<file path="config.mk">
export PLATFORM = sky130hd
export DESIGN_NAME = pgalloc_alu
export DESIGN_NICKNAME = d
export VERILOG_FILES = /design/src/rtl/core/page_allocator_with_refcounts_core_assert.svh /design/src/rtl/core/pgalloc_pkg.sv /design/src/rtl/core/pgalloc_alu.sv
export SDC_FILE = /design/constraint.sdc
export NUM_CORES = 1
export LEC_CHECK = 0
export ABC_AREA = 1
export BUFFER_PORTS_ARGS = -buffer_cell sky130_fd_sc_hd__buf_4
export CAP_MARGIN = 20
export CORE_MARGIN = 2
export CORE_UTILIZATION = 30
export DETAILED_ROUTE_END_ITERATION = 8
export GPL_ROUTABILITY_DRIVEN = 0
export SYNTH_ARGS = -nofsm -noshare
export SYNTH_HDL_FRONTEND = slang
export SYNTH_SLANG_ARGS = --single-unit
</file>
<file path="constraint.sdc">
create_clock -name vclk -period 8.3
set_input_delay 1.66 -clock vclk [all_inputs]
set_output_delay 1.66 -clock vclk [all_outputs]
set_load 0.01 [all_outputs]
</file>
<file path="src/rtl/core/page_allocator_with_refcounts_core_assert.svh">
// ----------------------------------------------------------------------------
// Page allocator assertion macros
// Concurrent assertion wrappers that sample on clk and are disabled in reset.
// ----------------------------------------------------------------------------
`ifndef PAGE_ALLOCATOR_WITH_REFCOUNTS_CORE_ASSERT_SVH
`define PAGE_ALLOCATOR_WITH_REFCOUNTS_CORE_ASSERT_SVH
`ifndef ASSERT_OFF
`define PA_ASSERT(lbl, prop, msg) \
    lbl: assert property (@(posedge clk) disable iff (!rst_n) (prop)) else $error(msg);
`define PA_ASSERT_NEXT(lbl, ante, cons, msg) \
    lbl: assert property (@(posedge clk) disable iff (!rst_n) (ante) |=> (cons)) \
        else $error(msg);
`else
`define PA_ASSERT(lbl, prop, msg)
`define PA_ASSERT_NEXT(lbl, ante, cons, msg)
`endif
`endif

</file>
<file path="src/rtl/core/pgalloc_pkg.sv">
// ----------------------------------------------------------------------------
// Page allocator package
// Sizes, codes and port structs shared by the page allocator modules.
// ----------------------------------------------------------------------------
`timescale 1ns / 1ps
`default_nettype none

package pgalloc_pkg;

    localparam int NUM_PAGES  = 32768;
    localparam int PAGE_SHIFT = 12;

    localparam int ADDR_W    = 32;
    localparam int KIND_W    = 3;
    localparam int STATUS_W  = 3;
    localparam int CNT_W     = 16;
    localparam int FREE_W    = 16;
    localparam int FIRST_W   = 20;
    localparam int END_W     = 21;
    localparam int CFG_W     = 21;
    localparam int CFG_IDX_W = 1;

    localparam int IDX_W  = $clog2(NUM_PAGES);
    localparam int TOP_W  = $clog2(NUM_PAGES + 1);
    localparam int PAGE_W = ADDR_W - PAGE_SHIFT;
    // Operand width of the shared unit: holds a page number, the page count
    // of the address space and the end register.
    localparam int OPND_W = (PAGE_W + 1 > END_W) ? PAGE_W + 1 : END_W;

    typedef logic [OPND_W-1:0] opnd_t;
    typedef logic [TOP_W-1:0]  top_t;
    typedef logic [IDX_W-1:0]  idx_t;
    typedef logic [PAGE_W-1:0] page_t;
    typedef logic [CNT_W-1:0]  cnt_t;
    typedef logic [FREE_W-1:0] free_t;
    typedef logic [ADDR_W-1:0] addr_t;

    localparam opnd_t ADDR_PAGES = opnd_t'(1) << PAGE_W;
    localparam top_t  TOP_FULL   = top_t'(NUM_PAGES);
    localparam idx_t  IDX_LAST   = idx_t'(NUM_PAGES - 1);
    localparam cnt_t  CNT_MAX    = '1;

    typedef enum logic [KIND_W-1:0] {
        KIND_INIT   = 3'd0,
        KIND_ALLOC  = 3'd1,
        KIND_FREE   = 3'd2,
        KIND_ADDREF = 3'd3,
        KIND_GETREF = 3'd4
    } kind_t;

    typedef enum logic [STATUS_W-1:0] {
        ST_OK    = 3'd0,
        ST_OOM   = 3'd1,
        ST_ALIGN = 3'd2,
        ST_BAD   = 3'd3,
        ST_FULL  = 3'd4
    } status_t;

    typedef enum logic [CFG_IDX_W-1:0] {
        REG_FIRST_PAGE = 1'b0,
        REG_END_PAGE   = 1'b1
    } reg_t;

    typedef enum logic {
        ALU_ADD = 1'b0,
        ALU_SUB = 1'b1
    } alu_op_t;

    typedef struct packed {
        logic  we;
        idx_t  waddr;
        page_t wdata;
        logic  re;
        idx_t  raddr;
    } stack_port_t;

    typedef struct packed {
        logic we;
        idx_t waddr;
        cnt_t wdata;
        logic re;
        idx_t raddr;
    } count_port_t;

endpackage

`default_nettype wire

</file>
<file path="src/rtl/core/pgalloc_alu.sv">
// ----------------------------------------------------------------------------
// Page allocator arithmetic unit
// Shared add/subtract unit; the borrow out serves as the compare result.
// ----------------------------------------------------------------------------
`timescale 1ns / 1ps
`default_nettype none

module pgalloc_alu (
    input  pgalloc_pkg::alu_op_t op,
    input  pgalloc_pkg::opnd_t   a,
    input  pgalloc_pkg::opnd_t   b,
    output pgalloc_pkg::opnd_t   y,
    output logic                 borrow
);

    logic [pgalloc_pkg::OPND_W:0] sum;

    always_comb
    begin
        case (op)
            pgalloc_pkg::ALU_ADD: sum = {1'b0, a} + {1'b0, b};
            pgalloc_pkg::ALU_SUB: sum = {1'b0, a} - {1'b0, b};
            default:              sum = '0;
        endcase
    end

    // For a subtraction the top bit is set exactly when a < b.
    assign y      = sum[pgalloc_pkg::OPND_W-1:0];
    assign borrow = sum[pgalloc_pkg::OPND_W];

endmodule

`default_nettype wire

</file>
==> results.md, run 1 <==
* Status: complete, no violations
* Slew headroom at 66.11%
* Mapped cell area at 2018 µm²
* Initial antenna violation count at 0
* Commonest non-fill, non-tap cell in the layout: nand2_1
* Mean Syn Cell Area at 4.983 µm²
* DRC at 0
* Worst EP required at 6.64 ns
* Clkbuf count at 0
* Area share of the largest cell type after synthesis at 27.53%
* Via Count at 2495
* Worst path bufs/invs at 4
* Post-route clock period utilization at 69.77%
* Slowest cell on crit path: ha_1
* Crit path DAT at 4.13 ns
* MaxCap Viol Count at 0
* Crit path time final at 5.791 ns
* Max VDD drop at 0.03130 mV
* Drt wl/cell at 11.13 µm
* Synth warnings at 0
* Post-CTS sizing at 0
* Global-route wire length before repair at 10070 µm
* Synth top area cells: nand2_1 (28%), ha_1 (14%), inv_1 (14%)
* Vias in the first global route at 2311
* Static Leak at 1.540 nW
* Hold path depth at 4
* Crit-path max FO at 5
* Starting density of the core at 31.42%
* Io pins at 65
* Hold Crit Class: input pin to output pin
* Die Y at 86.02 µm
* Design area at 2592 µm²
* Fill cells at 740
* Core Area at 6422 µm²
* Highest clock rate at 172.7 MHz
* Register area at 0 µm²
* DR iter-0 viols at 93
* Mapped Cells at 405
* Die W at 86.02 µm
* Critical path class: input pin to output pin
* # port buffers at 65
* First-pass iteration count of the detailed router at 5
* Utilization after layout at 40.37%
* DP HPWL at 5533 µm
* Antenna Cells at 0
* CP Launch Type: input pin
* Hold WS at 3.673 ns
* Sequential element share of the synthesized area at 0%
* Final Max Slew Viols at 0
* Post-Syn Nets at 471
* GRT overflow at 0
* Worst slack, placed at 2.512 ns
* Synth area leader: nand2_1
* Post-layout worst setup margin at 2.509 ns
* Area growth syn-to-layout at 28.46%
* Die ar. at 7399 µm²
* Crit-path cells: buf_4 -> inv_1 -> ha_1 -> nand2_1 -> nor2_1 -> nand3_1 -> nand2_2 -> o21ai_0 -> nand2_1 -> nand2_1 -> ha_1 -> nand2_1 -> inv_1 -> nand2_1 -> nor2_1 -> nand3_1 -> nand3_1 -> nand2_1 -> nand2_1 -> buf_4
* # rows at 29
* Most frequent cells in the layout: nand2_1 (148), inv_1 (73), buf_4 (65)
* Crit path depth at 20
* Total Routed Length at 6064 µm
* RSZ-0062 raised after global routing: false
* TNS Setup at 0 ns
* Post-CTS Hold Fix Bufs at 0
* Setup violators final at 0
* GRT Util Overall at 16.38%
* CP peak stage delay at 0.37 ns
* Crit. End Element: output pin
* Fin. Hold Viols at 0
* Post-DR vias/cell at 4.578
* Overall power at 0.2577 mW
* Pwr dens at 99.41 nW/µm²
* Worst path top cell family by delay: simple AND/OR/NAND/NOR gates
* Ratio of cells with drive above 1 in the final layout at 16.88%
* Seq cells at 0
* Nets at 536
* Fin cells at 545
* Synth unique cells at 24
* Largest net degree at the start of global routing at 14
* DRT antenna net count at 0
* Placed cell count at 545
* Cell repeated most along the worst path: nand2_1
* Dpl cell area at 2592 µm²
* Setup bufs post-CTS at 0
* Worst Max-Slew Pin Slew at 0.5030 ns
==> final cells by class <==
cell class                      instances  area [µm²]  area share [%]
Multi-Input combinational cell        329        1730           66.75
Tap cell                               77       96.34           3.716
Timing Repair Buffer                   65       488.0           18.82
Inverter                               74       277.8           10.71
==> worst paths after layout <==
kind,slack (ns),endpoint,start
hold / removal,3.67,y[0],b[0]
setup / recovery,2.51,y[19],b[0]
==> kinds of logic after synthesis <==
family | share of synthesized area, %
and+or+nand+nor | 51.40
xor gates and xnor gates | 10.85
buffers and inverters | 14.26
AOI/OAI and AO/OA | 8.866
adders and majority gates | 14.63
==> synthesized netlist by cell type, types with 2 or more instances <==
cell type / n
nor2_2: 5
xnor2_1: 8
ha_1: 22
a21oi_1: 16
nand4_1: 7
buf_2: 2
inv_1: 73
nor2_1: 49
nand3_1: 31
nand2_2: 4
o21ai_0: 6
nand2_1: 148
nand3_2: 2
nor3_1: 2
o21ai_2: 2
xor2_1: 17
o21bai_1: 4
==> report_power, final <==
part	switching [mW]	internal (mW)
combinational	0.146	0.112
clock	0	0
sequential	0	0
total	0.146	0.112
==> metal layers <==
metal / GRT usage [%] / vias up / wire [µm]
met5: 0 / - / 0
met4: 0 / 0 / 0
met3: 0.5775 / 0 / 246
met2: 30.30 / 48 / 2952
met1: 22.31 / 1065 / 2865
li1: - / 1382 / -
Note: power is estimated with default switching activity, not from simulation.
==> run 2: changes to the inputs <==
==> constraint.sdc (replaced) <==
create_clock -name vclk -period 5.7
set_input_delay 1.14 -clock vclk [all_inputs]
set_output_delay 1.14 -clock vclk [all_outputs]
set_load 0.01 [all_outputs]
==> results.md, run 2 (synthesis gave the netlist of run 1 again) <==
* Crit path DAT at 3.61 ns (-0.52 ns)
* Nets at 536 (unchanged)
* Commonest non-fill, non-tap cell in the layout: nand2_1
* Dpl cell area at 2592 µm² (unchanged)
* Clkbuf count at 0 (unchanged)
* Vias in the first global route at 2311 (unchanged)
* Global routing's busiest layer: met2
* Highest clock rate at 210.5 MHz
* GRT Util Overall at 16.34% (-0.040 points)
* Placed cell count at 545 (unchanged)
* Fin cells at 545 (unchanged)
* DP HPWL at 5528 µm (about the same)
* DRC at 0 (unchanged)
* Crit path time final at 4.750 ns
* Drt wl/cell at 11.14 µm (+0.16%)
* Static Leak at 1.540 nW (unchanged)
* Cell repeated most along the worst path: nand2_1
* DRT antenna net count at 0 (unchanged)
* Crit. End Element: output pin
* Seq cells at 0 (unchanged)
* Design area at 2592 µm² (unchanged)
* CP Launch Type: input pin
* Overall power at 0.3761 mW (+46%)
* Register area at 0 µm² (unchanged)
* GRT met2 Usage at 29.88% (-0.42 points)
* Antenna Cells at 0 (unchanged)
* GRT overflow at 0 (unchanged)
* CP peak stage delay at 0.38 ns (about the same)
* Global-route wire length before repair at 10050 µm (-0.21%)
* # rows at 29 (unchanged)
* Most frequent cells in the layout: nand2_1 (148), inv_1 (73), buf_4 (65)
* Setup bufs post-CTS at 0 (unchanged)
* Core Area at 6422 µm² (unchanged)
* Area growth syn-to-layout at 28.46% (unchanged)
* TNS Setup at 0 ns (unchanged)
* Io pins at 65 (unchanged)
* Slew headroom at 63.98% (-2.1 points)
* Initial antenna violation count at 0 (unchanged)
* Critical path class: input pin to output pin
* Fill cells at 726 (-1.9%)
* Post-CTS Hold Fix Bufs at 0 (unchanged)
* Slowest cell on crit path: ha_1
* DR iter-0 viols at 112 (+20%)
* Worst setup path endpoint: y[19]
* Largest net degree at the start of global routing at 14 (unchanged)
* Worst Max-Slew Pin Slew at 0.5347 ns (+0.03170 ns)
* Hold WS at 2.632 ns (-1.041 ns)
* Post-route clock period utilization at 83.34%
* Max VDD drop at 0.04013 mV (+28%)
* Setup violators final at 0 (unchanged)
* Final Max Slew Viols at 0 (unchanged)
* Fin. Hold Viols at 0 (unchanged)
* Total Routed Length at 6074 µm (+0.16%)
* Crit-path max FO at 6 (+1)
* RSZ-0062 raised after global routing: false
* Hold Crit Class: input pin to output pin
* Pwr dens at 145.1 nW/µm² (+46%)
* GRT met1 Usage at 22.71% (+0.40 points)
* Status: complete, no violations
* Via Count at 2514 (+0.76%)
* Ratio of cells with drive above 1 in the final layout at 16.88% (unchanged)
* Crit path from: b[0]
* Crit-path cells: buf_4 -> inv_1 -> ha_1 -> nand2_1 -> nor2_1 -> nand3_1 -> nand2_2 -> nand2_1 -> nor2_1 -> nor2_1 -> ha_1 -> nand2_1 -> inv_1 -> nand2_1 -> nor2_1 -> nand3_1 -> nand3_1 -> nand2_1 -> nand2_1 -> buf_4
* MaxCap Viol Count at 0 (unchanged)
* Post-CTS sizing at 0 (unchanged)
* Die Y at 86.02 µm (unchanged)
* Die W at 86.02 µm (unchanged)
* Die ar. at 7399 µm² (unchanged)
* Worst EP required at 4.56 ns (-2.08 ns)
* # port buffers at 65 (unchanged)
* Post-DR vias/cell at 4.613 (+0.76%)
* First-pass iteration count of the detailed router at 4 (-1)
* Starting density of the core at 31.42% (unchanged)
* GR Util met3 at 0.2887% (-0.29 points)
==> run 2: cell counts in the layout (fill, tap and decap cells not counted) <==
Identical to the previous run, type by type.
==> run 2: worst min path at each step <==
| stage | to | startpoint | cells past startpoint | slack, ns |
|---|---|---|---|---|
| floorplan | y[0] | b[0] | 2 | 2.43 |
| global placement | y[0] | b[0] | 4 | 2.63 |
| detailed placement | y[0] | b[0] | 4 | 2.64 |
| CTS | y[0] | b[0] | 4 | 2.64 |
| global route | y[0] | b[0] | 4 | 2.65 |
| finish | y[0] | b[0] | 4 | 2.63 |
==> run 2: final cells by class <==
type / instances / area [µm²] / area share, %
Timing Repair Buffer: 65 / 488.0 / 18.82
Inverter: 74 / 277.8 / 10.71
Multi-Input combinational cell: 329 / 1730 / 66.75
Tap cell: 77 / 96.34 / 3.716
==> run 2: report_power, final <==
group	leakage [nW]	internal (mW)	switching (mW)
Sequential	0	0	0
Clock	0	0	0
Combinational	1.54	0.163	0.213
==> run 2: critical path: cells and delay by family <==
family	cells	cell delay, ns
buffers and inverters	4	0.40
adders and majority gates	2	0.56
and+or+nand+nor	14	1.50
==> run 2: per-stage QoR <==
step	setup slack (ns)	utilization, %
final	0.9495	40.37
after global routing	0.5932	40.37
after CTS	0.9452	40.37
after detailed placement	0.9607	40.37
after global placement	0.9932	40.37
after floorplan	1.501	-
==> run 2: routing by layer <==
metal  up-vias  share of wire [%]
met1      1085                 49
met4         0                  0
met5         -                  0
met2        43                 49
li1       1386                  -
met3         0                2.6
